### config.mk
export PLATFORM = sky130hd
export DESIGN_NAME = ptp_rtc_row
export DESIGN_NICKNAME = d
export VERILOG_FILES = /design/src/sv/ptp_rtc_pkg.sv /design/src/sv/ptp_rtc_cell.sv /design/src/sv/ptp_rtc_row.sv
export SDC_FILE = /design/constraint.sdc
export NUM_CORES = 1
export LEC_CHECK = 0
export BUFFER_PORTS_ARGS = -buffer_cell sky130_fd_sc_hd__buf_4
export CAP_MARGIN = 20
export CORE_MARGIN = 2
export CORE_UTILIZATION = 54
export CTS_BUF_LIST = sky130_fd_sc_hd__clkbuf_4
export DETAILED_ROUTE_END_ITERATION = 16
export PLACE_DENSITY = 0.7
export RECOVER_POWER = 25
export SYNTH_ARGS = -nofsm -noshare
export SYNTH_HDL_FRONTEND = slang
export SYNTH_HIERARCHICAL = 1
export SYNTH_SLANG_ARGS = --single-unit
### constraint.sdc
create_clock -name i_clk -period 10.5 [get_ports i_clk]
set_input_delay 1.575 -clock i_clk [delete_from_list [all_inputs] [get_ports i_clk]]
set_output_delay 1.575 -clock i_clk [all_outputs]
set_load 0.05 [all_outputs]
### src/sv/ptp_rtc_pkg.sv
package ptp_rtc_pkg;

    localparam int ENTRIES_PER_LIST = 16;
    localparam int LIST_COUNT       = 2;
    localparam int SEQ_W            = 16;
    localparam int RES_W            = 32;
    localparam int ASYM_W           = 32;
    localparam int TIME_W           = 64;
    localparam int CORR_W           = 64;
    localparam int CORR_SHIFT       = 16;

    localparam logic CMD_RECORD = 1'b0;
    localparam logic CMD_UPDATE = 1'b1;

    typedef enum logic [1:0] {
        OUT_RECORDED    = 2'd0,
        OUT_NOT_STAMPED = 2'd1,
        OUT_CORRECTED   = 2'd2,
        OUT_NO_MATCH    = 2'd3
    } t_outcome;

    // One table slot
    typedef struct packed {
        logic             valid;
        logic [SEQ_W-1:0] seq;
        logic [RES_W-1:0] res;
    } t_entry;

    // Search result handed down the row: hit seen so far, and its residence
    typedef struct packed {
        logic             found;
        logic [RES_W-1:0] res;
    } t_scan;

    typedef struct packed {
        logic             push;
        logic             pop;
        logic [SEQ_W-1:0] key;
    } t_cell_ctl;

    typedef struct packed {
        t_cell_ctl cmd;
        t_entry    fresh;
    } t_row_ctl;

    // Residence time: negative clamps to zero, large saturates
    function automatic logic [RES_W-1:0] residence_of(
        input logic [TIME_W-1:0] rx,
        input logic [TIME_W-1:0] tx
    );
        logic [TIME_W-1:0] diff;
        diff = tx - rx;
        if (diff[TIME_W-1]) begin
            residence_of = '0;
        end else if (|diff[TIME_W-2:RES_W]) begin
            residence_of = '1;
        end else begin
            residence_of = diff[RES_W-1:0];
        end
    endfunction

endpackage

### src/sv/ptp_rtc_cell.sv
module ptp_rtc_cell
    import ptp_rtc_pkg::*;
(
    input  logic      i_clk,
    input  logic      i_rst_n,
    input  t_cell_ctl i_ctl,
    input  t_entry    i_left,
    input  t_entry    i_right,
    input  t_scan     i_scan,
    output t_entry    o_entry,
    output t_scan     o_scan
);

    t_entry r_entry;
    t_entry n_entry;
    logic   match;

    assign match = r_entry.valid && (r_entry.seq == i_ctl.key);

    // First hit wins: pass the earlier hit on, else offer our own
    assign o_scan.found = i_scan.found | match;
    assign o_scan.res   = (match && !i_scan.found) ? r_entry.res : i_scan.res;

    always_comb begin
        n_entry = r_entry;
        if (i_ctl.push) begin
            n_entry = i_left;
        end else if (i_ctl.pop && (i_scan.found || match)) begin
            // close the gap left by the consumed entry
            n_entry = i_right;
        end
    end

    always_ff @(posedge i_clk) begin
        if (!i_rst_n) begin
            r_entry.valid <= 1'b0;
        end else begin
            r_entry.valid <= n_entry.valid;
        end
        r_entry.seq <= n_entry.seq;
        r_entry.res <= n_entry.res;
    end

    assign o_entry = r_entry;

endmodule

### src/sv/ptp_rtc_row.sv
module ptp_rtc_row
    import ptp_rtc_pkg::*;
(
    input  logic     i_clk,
    input  logic     i_rst_n,
    input  t_row_ctl i_ctl,
    output t_scan    o_hit
);

    t_entry link [ENTRIES_PER_LIST+1];
    t_scan  scan [ENTRIES_PER_LIST+1];

    assign link[0] = i_ctl.fresh;
    assign scan[0] = '0;

    for (genvar i = 0; i < ENTRIES_PER_LIST; i++) begin : g_cell
        t_entry right;
        if (i < ENTRIES_PER_LIST - 1) begin : g_mid
            assign right = link[i+2];
        end else begin : g_tail
            assign right = '0;
        end

        ptp_rtc_cell u_cell (
            .i_clk   (i_clk),
            .i_rst_n (i_rst_n),
            .i_ctl   (i_ctl.cmd),
            .i_left  (link[i]),
            .i_right (right),
            .i_scan  (scan[i]),
            .o_entry (link[i+1]),
            .o_scan  (scan[i+1])
        );
    end

    assign o_hit = scan[ENTRIES_PER_LIST];

endmodule

* After elaboration in Yosys (flattened, before gate mapping)
Index checks and enable logic that the tools add are counted.
Widths: inputs -> output; s select.
** Storage, ports and cells
- Input port bits :: 69
- Logic and storage cells :: 220
- Register bits after elaboration :: 784
- Output and inout port bits :: 33
** Cells by class
- Multiplexer cells :: 48
- Bitwise gates (word level) :: 15
- Reduce and logical (&&, ||, !) cells :: 93
- Equal/unequal tests :: 16
** Operators by type and width (count)
- $mux 49 :: 32
- $mux 32 :: 16
- $eq 16x16->1 :: 16
- $logic_and 1x1->1 :: 47
- $reduce_bool 2->1 :: 16
- $logic_not 1->1 :: 15
- $logic_or 1x1->1 :: 15
- $or 1x1->1 :: 15

* Depth between registers and ports, before layout
Gate-level depths: netlist (run 1).
- Depth after elaboration :: 20
- Mapped depth :: 23
- Gate-level depth less buffers :: 23

* By module
The synthesis (run 1) kept the hierarchy.
** By module, submodules not included
- ptp_rtc_cell :: cells an instance 174, sequential area each 1461.4 um2, area each 2819.0 um2, instances 16
- ptp_rtc_row :: cells an instance 1, sequential area each 0.0 um2, area each 3.8 um2, instances 1

* Worst setup path before layout (run 1)
No wires, ideal clock.
- Path type :: input-to-output
- Start :: input port i_ctl[50] (netlist bit)
- End :: output port o_hit[10] (netlist bit)
- Required time :: 8.925 ns
- Buffers on the path :: 2
- Arrival time :: 6.878 ns
- Cell stages on the path :: 23
- Setup slack :: 2.047 ns
- Path through :: xor2_1 -> nor4_1 -> nand3_1 -> or3_2 -> nand2b_1 -> or4_1 -> buf_6 -> buf_12 -> mux2_4 -> mux2_4 -> mux2_4 -> mux2_4 -> mux2_4 -> mux2_4 -> mux2_4 -> mux2_4 -> mux2_4 -> mux2_4 -> mux2_4 -> mux2_4 -> mux2_4 -> mux2_4 -> mux2_4
** RTL lines
- start, declared :: line ptp_rtc_row.sv:6 : input t_row_ctl i_ctl,
- end, declared :: line ptp_rtc_row.sv:7 : output t_scan o_hit

==> results by group, run 1 <==
CTS
  • Clock buffer count from CTS: 208
  • Postcts setup bufs: 0
  • Worst-path clk slew: 60 ps
  • Deepest clock path buffer count: 3
  • Post_cts resized: 0
  • CTS hold repair buffers: 0
  • CTS root buf: clkbuf_4
  • TritonCTS clock tree: yes
  • Clk sink count: 784
  • H-Tree Depth: 4
  • Skew-Pair Late Insertion Delay: 1030 ps

Worst setup path
  • Crit path max-delay cell type: or4_2
  • Startpoint Class: primary input
  • Crit path DAT: 8190 ps
  • Sequence of cells on the critical path: buf_4 -> xor2_1 -> nor4_1 -> nand3_1 -> or3_2 -> nand2b_1 -> or4_2 -> mux2_2 -> mux2_2 -> mux2_2 -> mux2_2 -> mux2_2 -> mux2_2 -> mux2_2 -> mux2_2 -> mux2_2 -> mux2_2 -> mux2_2 -> mux2_2 -> mux2_2 -> mux2_2 -> mux2_2 -> buf_4
  • FF-to-FF setup slack: 4710 ps
  • CP Data Required Time: 8930 ps
  • Crit-path max cell delay: 580 ps
  • Crit Path Class: primary input to output pin
  • Largest fanout on the critical path: 16
  • Critical Path Most Common Cell: mux2_2
  • Delay-heaviest family, CP: multiplexers
  • CP Buf/Inv Count: 2
  • CP endpoint kind: output pin

Logic synthesis
  • Avg Inst Size Synth: 16.20 um^2
  • Cells after synthesis: 2785
  • Synth area leader: edfxtp_1
  • Yosys cell types: 23
  • Syn Std Cell Area: 0.04511 mm^2
  • Top post-synthesis cells by area: edfxtp_1, mux2_2, mux2_4, xor2_1, buf_12
  • #FFs+latches synth: 784
  • Commonest cells post-synth: mux2_2, edfxtp_1, mux2_4, xor2_1, clkbuf_1
  • Warnings, synthesis: 6
  • Cell with the most instances after synthesis: mux2_2
  • Seq/Total Area, Yosys: 51.84%
  • Main flop type after synthesis: edfxtp_1
  • Top cell type's share of synthesized area: 51.13%
  • Asr flop ratio synth: 0%
  • EDFF count, synth: 768

Drt
  • Final wirelength: 95040 um
  • Vias/cell: 5.678
  • Post-route ant nets: 0
  • Iteration-0 DRC Markers: 1929
  • DRC: 0
  • Vias: 24370
  • 1st-pass router iterations: 7
  • Wirelength per Cell: 22.14 um

Pwr
  • Sw Ratio: 25.31%
  • Clock power share: 33.6%
  • Sequential share of power: 53.5%
  • Pwr/cell area: 163.8 mW/mm^2
  • Combinational power share: 12.8%
  • Maximum VDD drop: 0.07742 mV
  • Leak: 0.01975 uW
  • Sw power: 2045 uW
  • Int Pwr: 6036 uW
  • Final Power: 8081 uW

Global routing
  • Final global-route overflow total: 0
  • Number of global-route vias before repair: 24480
  • First-pass GRT wire length: 148400 um
  • Global Route Usage Sum: 21.93%
  • Largest net degree at the start of global routing: 196
  • Initial antenna violation count: 1

Floorplanning
  • Die height: 293.0 um
  • Row count: 105
  • Starting density of the core: 54.76%
  • Core region area: 0.08237 mm^2
  • Die area: 0.08586 mm^2
  • I/O pins: 102
  • Die width: 293.0 um

Run status
  • Failing checks: capacitance limit, slew limit
  • Status: finished, violations left

Timing
  • Relative slew margins: -333.1%
  • Final max-slew violation count: 217
  • Fin Setup TNS: 0 ps
  • Clk_skew: 57.77 ps
  • Minimum clock period: 9764 ps
  • Worst Max-Slew Pin Slew: 6496 ps
  • Final period utilization: 92.99%
  • RSZ-0062 raised after global routing: false
  • Final setup violation count: 0
  • F_max: 102.4 MHz
  • Final Hold Viols: 0

Placed design
  • Final HPWL DP: 65580 um
  • GPL Wtd Cong: 0.8214
  • Port-buffer cells: 101

Cells and area
  • Fill cell count: 6356
  • Max reg flops: 784
  • Area of the multi-input gates: 0.02074 mm^2
  • Area grow syn2layout: 9.395%
  • Layout cells sized above 1: 56.22%
  • Storage element area: 0.02338 mm^2
  • Fin nets: 3133

Min path
  • Hold Crit Class: flop to flop

Job
  • Max_cap viols: 2
path summary, 6_finish.rpt:
kind	startpoint	to	cells past startpoint
setup / recovery	i_ctl[50]	o_hit[0]	23
hold / removal	g_cell[0].u_cell/o_entry[9]	g_cell[1].u_cell/o_entry[9]	1
setup reg to reg	g_cell[0].u_cell/o_entry[33]	g_cell[14].u_cell/o_entry[12]	21
hold reg to reg	g_cell[0].u_cell/o_entry[9]	g_cell[1].u_cell/o_entry[9]	1
power by group through the flow:
stage               clock network (uW)  logic, uW  registers [uW]
floorplan                            0        817            4210
global placement                     0        984            4350
detailed placement                   0       1030            4380
CTS                               2810       1030            4320
global route                      2970       1120            4380
finish                            2720       1040            4320
placed cells by master, fill, tap and decap left out, drive strengths merged, types with 27 or more instances in the layout:
cell and n:
buf 142, xor2 176, clkbuf 329, edfxtp 768
mux2 1280, nor4 32, nor2 32, xnor2 80
clkinv 27, nand2 48, nand3 32, nand2b 32
conb 86
through the flow:
step	setup WS [ps]	util, %	hold WS (ps)	cells	instance area (um^2)
after floorplan	2047	-	546.1	2870	45430
after global placement	761.0	56.58	553.2	3921	46600
after detailed placement	761.7	56.65	568.5	3924	46660
after CTS	749.9	59.92	580.1	4291	49360
after global routing	437.8	59.90	588.8	4292	49340
final	735.9	59.90	575.4	4292	49340
metal layers:
layer	GRT usage, %	vias to the layer above	wire length [um]	share of wire (%)
met5	0	-	0	0
met4	5.666	0	1027	1.1
met3	4.463	92	5952	6.3
met2	29.62	748	38330	40
met1	35.34	12200	49730	52
li1	-	11330	-	-
worst reg2reg max path, stage by stage, from the launching register on:
cell	delay [ps]
edfxtp_1	400
xor2_1	160
nor4_1	360
nand3_1	150
or3_2	500
nand2b_1	160
nand2b_1	180
nand2b_1	190
nand2b_1	180
nand2b_1	180
nand2b_1	190
nand2b_1	200
nand2b_1	190
nand2b_1	200
nand2b_1	190
nand2b_1	200
nand2b_1	200
nand2b_1	200
nand2b_1	200
nor2_1	100
a21oi_4	480
buf_4	590
final cells by class:
cell class	instances	area share, %
timing repair buffer	144	2.406
clock buffer	327	4.975
tap	1070	2.713
antenna	1	0.005071
sequential	784	47.39
multi-input combinational	1926	42.04
clock inverter	40	0.4792
logic make-up (layout without fill, tap and decap cells):
group,count (synthesis),after routing,synth area share [%]
other cells,1,87,0.008314
mux,1296,1296,36.30
xor+xnor,256,256,4.971
compound gates,48,48,0.7101
buf+inv,160,511,3.329
flops,784,784,51.84
simple gates,240,240,2.840
No activity file was read; power rests on OpenSTA's default activity.
==> run 2, diff against run 1 <==
- BUFFER_PORTS_ARGS: -buffer_cell sky130_fd_sc_hd__buf_4 -> -buffer_cell sky130_fd_sc_hd__buf_2
==> results by group, run 2 (synthesis gave the netlist of run 1 again) <==
Drt
  • Final wirelength: 96100 um (was 95040 um)
  • DRC: 0 (unchanged)
  • Vias: 24620 (was 24370)
  • 1st-pass router iterations: 5 (was 7)
  • Vias/cell: 5.751 (was 5.678)
  • Iteration-0 DRC Markers: 2093 (was 1929)
  • Wirelength per Cell: 22.45 um (was 22.14 um)
  • Post-route ant nets: 0 (unchanged)

Placed design
  • Port-buffer cells: 101 (unchanged)
  • DP Area: 0.04657 mm^2 (was 0.04666 mm^2)
  • Place WS: 951.3 ps (was 761.7 ps)
  • Final HPWL DP: 66490 um (was 65580 um)
  • GPL Wtd Cong: 0.7903 (was 0.8214)

CTS
  • H-Tree Depth: 4 (unchanged)
  • CTS hold repair buffers: 0 (unchanged)
  • Skew-Pair Late Insertion Delay: 1050 ps (was 1030 ps)
  • TritonCTS clock tree: yes (unchanged)
  • CTS root buf: clkbuf_4 (unchanged)
  • Post_cts resized: 0 (unchanged)
  • Postcts setup bufs: 0 (unchanged)
  • Worst-path clk slew: 60 ps (about the same)
  • Clock buffer count from CTS: 203 (was 208)
  • Deepest clock path buffer count: 3 (unchanged)
  • Clk sink count: 784 (unchanged)

Pwr
  • Sw power: 2032 uW (was 2045 uW)
  • Pwr/cell area: 164.0 mW/mm^2 (was 163.8 mW/mm^2)
  • Combinational power share: 12.8% (about the same)
  • Int Pwr: 6043 uW (was 6036 uW)
  • Sw Ratio: 25.16% (was 25.31%)
  • Clock power share: 33.5% (was 33.6%)
  • Final Power: 8075 uW (was 8081 uW)
  • Maximum VDD drop: 0.07726 mV (was 0.07742 mV)
  • Sequential share of power: 53.6% (was 53.5%)
  • Leak: 0.01972 uW (was 0.01975 uW)

Global routing
  • Largest net degree at the start of global routing: 196 (unchanged)
  • First-pass GRT wire length: 149500 um (was 148400 um)
  • Initial antenna violation count: 2 (was 1)
  • Final global-route overflow total: 0 (unchanged)
  • Number of global-route vias before repair: 24590 (was 24480)
  • Global Route Usage Sum: 22.20% (was 21.93%)

Timing
  • Worst Setup Slack, final: 970.1 ps (was 735.9 ps)
  • Relative slew margins: -453.5% (was -333.1%)
  • Worst Max-Slew Pin Slew: 8303 ps (was 6496 ps)
  • Final setup violation count: 0 (unchanged)
  • Minimum clock period: 9530 ps (was 9764 ps)
  • Fin Setup TNS: 0 ps (unchanged)
  • Clk_skew: 53.79 ps (was 57.77 ps)
  • Final Hold Viols: 0 (unchanged)
  • Final max-slew violation count: 223 (was 217)
  • Final period utilization: 90.76% (was 92.99%)
  • F_max: 104.9 MHz (was 102.4 MHz)
  • RSZ-0062 raised after global routing: false (unchanged)

Job
  • Max_cap viols: 2 (unchanged)

Cells and area
  • Fill cell count: 6288 (was 6356)
  • Most frequent cells in the layout: mux2_2, edfxtp_1, mux2_4, clkbuf_4, xor2_1 (unchanged)
  • Fin nets: 3136 (was 3133)
  • Most common cell after layout, fill and taps aside: mux2_2 (unchanged)
  • Final instance area: 0.04922 mm^2 (was 0.04934 mm^2)
  • Max reg flops: 784 (unchanged)
  • Area grow syn2layout: 9.129% (was 9.395%)
  • Final Util: 59.76% (was 59.90%)
  • Layout cells sized above 1: 56.44% (was 56.22%)

Worst setup path
  • Critical Path End: g_cell[4].u_cell/o_entry[24] (was o_hit[0])
  • R2r startpoint: g_cell[0].u_cell/o_entry[42] (was g_cell[0].u_cell/o_entry[33])
  • Largest fanout on the critical path: 186 (was 16)
  • Crit. Startpoint: i_ctl[66] (was i_ctl[50])
  • Delay-heaviest family, CP: buffers and inverters (was multiplexers)
  • CP Data Required Time: 11250 ps (was 8930 ps)
  • FF-to-FF path depth: 23 (was 21)
  • Crit path DAT: 10280 ps (was 8190 ps)
  • CP endpoint kind: flop (was output pin)
  • Crit path max-delay cell type: clkbuf_1 (was or4_2)
  • Stages on worst setup path: 4 (was 23)
  • FF-to-FF setup slack: 3650 ps (was 4710 ps)
  • Crit-path max cell delay: 5620 ps (was 580 ps)
  • CP Buf/Inv Count: 3 (was 2)
  • Startpoint Class: primary input (unchanged)
  • Sequence of cells on the critical path: clkbuf_1 -> buf_4 -> buf_12 -> mux2_2 (was buf_4 -> xor2_1 -> nor4_1 -> nand3_1 -> or3_2 -> nand2b_1 -> or4_2 -> mux2_2 -> mux2_2 -> mux2_2 -> mux2_2 -> mux2_2 -> mux2_2 -> mux2_2 -> mux2_2 -> mux2_2 -> mux2_2 -> mux2_2 -> mux2_2 -> mux2_2 -> mux2_2 -> mux2_2 -> buf_4)
  • Crit Path Class: primary input to flop (was primary input to output pin)
  • Worst r2r dst: g_cell[15].u_cell/o_entry[15] (was g_cell[14].u_cell/o_entry[12])

Run status
  • Failing checks: capacitance limit, slew limit (unchanged)
  • Status: finished, violations left (unchanged)

Floorplanning
  • Die width: 293.0 um (unchanged)
  • Die area: 0.08586 mm^2 (unchanged)
  • I/O pins: 102 (unchanged)
  • Die height: 293.0 um (unchanged)
  • Row count: 105 (unchanged)
  • Core region area: 0.08237 mm^2 (unchanged)
  • Starting density of the core: 54.76% (unchanged)

Min path
  • Hold Crit Class: flop to flop (unchanged)
-- run 2: power groups by stage --
stage	logic, uW	registers (uW)	clock network [uW]
2_1_floorplan	817	4210	0
3_3_place_gp	980	4350	0
3_5_place_dp	1020	4380	0
4_1_cts	1020	4320	2800
5_1_grt	1120	4380	2950
6_report	1040	4330	2710
-- run 2: cell type report --
class                      instances  area, um^2  area share, %
antenna                            1       2.502       0.005084
clock buffer                     318        2387          4.850
clock inverter                    29       274.0         0.5567
multi-input combinational       1926       20740          42.14
sequential                       784       23380          47.50
tap                             1070        1339          2.720
timing repair buffer             152        1097          2.229
-- run 2: routing by layer --
metal / global-route usage, % / vias up / wire length [um]
met1: 36.44 / 12440 / 50060
met4: 6.341 / 2 / 1315
met3: 3.880 / 107 / 6173
li1: - / 11300 / -
met2: 29.45 / 769 / 38540
met5: 0 / - / 13
-- run 2: worst min path at each step --
stage               depth (start not counted)  slack, ps                          from                           end
floorplan                                   1        550   g_cell[0].u_cell/o_entry[0]   g_cell[1].u_cell/o_entry[0]
global placement                            1        550  g_cell[0].u_cell/o_entry[31]  g_cell[1].u_cell/o_entry[31]
detailed placement                          1        560  g_cell[0].u_cell/o_entry[20]  g_cell[1].u_cell/o_entry[20]
CTS                                         1        580  g_cell[0].u_cell/o_entry[20]  g_cell[1].u_cell/o_entry[20]
global route                                1        590  g_cell[0].u_cell/o_entry[19]  g_cell[1].u_cell/o_entry[19]
finish                                      1        580  g_cell[0].u_cell/o_entry[24]  g_cell[1].u_cell/o_entry[24]
-- run 2: worst reg2reg max path, stage by stage, from the launching register on --
cell and delay (ps):
edfxtp_1 560, xor2_1 220, nor4_1 370, buf_4 240, nand3_1 140, or3_2 500
nand2b_1 160, nand2b_1 180, nand2b_1 180, nand2b_1 180, nand2b_1 200, nand2b_1 190
nand2b_1 170, nand2b_1 180, nand2b_1 210, nand2b_1 190, nand2b_1 180, nand2b_1 190
nand2b_1 220, nand2b_1 190, nand2b_1 190, nor2_1 90, a21oi_4 970, buf_4 560
-- run 2: per-stage QoR --
stage	hold WS [ps]	cells
detailed placement	563.0	3932
global placement	551.4	3932
global route	591.0	4280
CTS	577.6	4279
floorplan	546.1	2870
finish	575.6	4280
==> run 3, diff against run 2 <==
- CELL_PAD_IN_SITES_DETAIL_PLACEMENT: not set -> 0
- CELL_PAD_IN_SITES_GLOBAL_PLACEMENT: not set -> 1
- PLACE_DENSITY: 0.7 -> 0.8
==> results by group, run 3 (synthesis gave the netlist of run 1 again) <==
Drt
  • DRC: 0 (unchanged)
  • Final wirelength: 99240 um (was 96100 um)
  • 1st-pass router iterations: 7 (was 5)
  • Post-route ant nets: 0 (unchanged)
  • Vias: 24690 (was 24620)
  • Wirelength per Cell: 22.99 um (was 22.45 um)
  • Iteration-0 DRC Markers: 2132 (was 2093)
  • Vias/cell: 5.720 (was 5.751)

CTS
  • H-Tree Depth: 4 (unchanged)
  • Worst-path clk slew: 70 ps (was 60 ps)
  • CTS hold repair buffers: 0 (unchanged)
  • CTS root buf: clkbuf_4 (unchanged)
  • Postcts setup bufs: 0 (unchanged)
  • Skew-Pair Late Insertion Delay: 1070 ps (was 1050 ps)
  • Clock buffer count from CTS: 210 (was 203)
  • Deepest clock path buffer count: 3 (unchanged)
  • Clk sink count: 784 (unchanged)
  • Post_cts resized: 0 (unchanged)
  • TritonCTS clock tree: yes (unchanged)

Cells and area
  • Storage element area: 0.02338 mm^2 (unchanged)
  • Area of the multi-input gates: 0.02074 mm^2 (unchanged)
  • Max reg flops: 784 (unchanged)
  • Area grow syn2layout: 9.367% (was 9.129%)
  • Fin nets: 3147 (was 3136)
  • Fill cell count: 6384 (was 6288)
  • Most common cell after layout, fill and taps aside: mux2_2 (unchanged)
  • Most frequent cells in the layout: mux2_2, edfxtp_1, mux2_4, clkbuf_4, xor2_1 (unchanged)
  • Layout cells sized above 1: 56.49% (was 56.44%)

Timing
  • Fin Setup TNS: 0 ps (unchanged)
  • RSZ-0062 raised after global routing: false (unchanged)
  • Final setup violation count: 0 (unchanged)
  • Minimum clock period: 9779 ps (was 9530 ps)
  • Final period utilization: 93.14% (was 90.76%)
  • Clk_skew: 60.77 ps (was 53.79 ps)
  • Worst hold slack: 572.8 ps (was 575.6 ps)
  • Worst Max-Slew Pin Slew: 6308 ps (was 8303 ps)
  • Final max-slew violation count: 166 (was 223)
  • Final Hold Viols: 0 (unchanged)
  • F_max: 102.3 MHz (was 104.9 MHz)
  • Relative slew margins: -320.5% (was -453.5%)

Min path
  • Worst Hold Endpoint: g_cell[1].u_cell/o_entry[7] (was g_cell[1].u_cell/o_entry[24])
  • Hold Crit Depth: 1 (unchanged)
  • Critical hold path startpoint: g_cell[0].u_cell/o_entry[7] (was g_cell[0].u_cell/o_entry[24])
  • Hold Crit Class: flop to flop (unchanged)

Worst setup path
  • CP Data Required Time: 8930 ps (was 11250 ps)
  • Sequence of cells on the critical path: buf_2 -> xor2_1 -> nor4_1 -> nand3_1 -> or3_2 -> nand2b_1 -> or4_2 -> buf_4 -> mux2_4 -> mux2_4 -> mux2_4 -> mux2_4 -> mux2_4 -> mux2_4 -> mux2_4 -> mux2_4 -> mux2_4 -> mux2_4 -> mux2_4 -> mux2_4 -> mux2_4 -> mux2_4 -> mux2_4 -> buf_2 (was clkbuf_1 -> buf_4 -> buf_12 -> mux2_2)
  • CP endpoint kind: output pin (was flop)
  • Crit path max-delay cell type: buf_4 (was clkbuf_1)
  • Critical Path Most Common Cell: mux2_4
  • Startpoint Class: primary input (unchanged)
  • FF-to-FF path depth: 21 (was 23)
  • Crit Path Class: primary input to output pin (was primary input to flop)
  • Worst r2r dst: g_cell[15].u_cell/o_entry[33] (was g_cell[15].u_cell/o_entry[15])
  • Largest fanout on the critical path: 30 (was 186)
  • Crit-path max cell delay: 520 ps (was 5620 ps)
  • R2r startpoint: g_cell[1].u_cell/o_entry[33] (was g_cell[0].u_cell/o_entry[42])
  • Crit. Startpoint: i_ctl[59] (was i_ctl[66])
  • FF-to-FF setup slack: 4470 ps (was 3650 ps)
  • Crit path DAT: 8200 ps (was 10280 ps)

Floorplanning
  • Row count: 105 (unchanged)
  • Die height: 293.0 um (unchanged)
  • I/O pins: 102 (unchanged)
  • Die area: 0.08586 mm^2 (unchanged)
  • Core region area: 0.08237 mm^2 (unchanged)
  • Die width: 293.0 um (unchanged)
  • Starting density of the core: 54.76% (unchanged)

Run status
  • Failing checks: capacitance limit, slew limit (unchanged)
  • Status: finished, violations left (unchanged)

Placed design
  • Port-buffer cells: 101 (unchanged)
  • Final HPWL DP: 68310 um (was 66490 um)
  • GPL Wtd Cong: 0.7906 (was 0.7903)

Pwr
  • Sw Ratio: 25.51% (was 25.16%)
  • Combinational power share: 12.8% (about the same)
  • Sw power: 2085 uW (was 2032 uW)
  • Maximum VDD drop: 0.08391 mV (was 0.07726 mV)
  • Sequential share of power: 52.9% (was 53.6%)
  • Leak: 0.01979 uW (was 0.01972 uW)
  • Pwr/cell area: 165.6 mW/mm^2 (was 164.0 mW/mm^2)
  • Int Pwr: 6086 uW (was 6043 uW)
  • Clock power share: 34.3% (was 33.5%)

Global routing
  • Number of global-route vias before repair: 24710 (was 24590)
  • First-pass GRT wire length: 152200 um (was 149500 um)
  • Largest net degree at the start of global routing: 191 (was 196)
  • Final global-route overflow total: 0 (unchanged)
  • Global Route Usage Sum: 22.81% (was 22.20%)
  • Initial antenna violation count: 2 (unchanged)

Job
  • Max_cap viols: 2 (unchanged)
[run 3: cell type report]
cell class                      instances  area share, %
Tap cell                             1070          2.714
Timing Repair Buffer                  156          2.171
Clock inverter                         35         0.4515
Sequential cell                       784          47.40
Clock buffer                          342          5.204
Multi-Input combinational cell       1926          42.05
Antenna cell                            3        0.01522
[run 3: per-layer routing]
layer,GRT usage (%),part of all wire [%],vias to the layer above
met5,0,0,-
met4,6.141,1.5,0
met3,5.038,6.6,115
met2,30.55,41,775
met1,36.62,51,12450
li1,-,-,11340
[run 3: how the worst max path moves through the flow]
| stage | to | cells after the start |
|---|---|---|
| finish | o_hit[17] | 24 |
| global route | o_hit[0] | 24 |
| CTS | o_hit[13] | 24 |
| detailed placement | o_hit[27] | 24 |
| global placement | o_hit[17] | 24 |
| floorplan | o_hit[10] | 23 |
[run 3: metrics by stage]
stage	worst slack [ps]	power, uW	utilization, %	cell area (um^2)	std cells
final	720.6	8171	59.89	49330	4316
after floorplan	2047	5027	-	45430	2870
after global routing	482.4	8548	59.89	49330	4315
after detailed placement	732.1	5412	56.38	46440	3931
after global placement	776.1	5343	56.31	46380	3928
after CTS	730.6	8250	59.77	49230	4308
[run 3: critical path: cells and delay by family]
kind          cells  cell delay (ps)
buf+inv           3             1170
simple gates      5             1270
mux              15             4020
xor+xnor          1              130
[run 3: power by group through the flow]
stage / Clock [uW] / Combinational [uW] / Sequential, uW
3_3_place_gp: 0 / 994 / 4350
5_1_grt: 3050 / 1130 / 4370
4_1_cts: 2900 / 1040 / 4310
2_1_floorplan: 0 / 817 / 4210
6_report: 2800 / 1050 / 4320
3_5_place_dp: 0 / 1030 / 4380
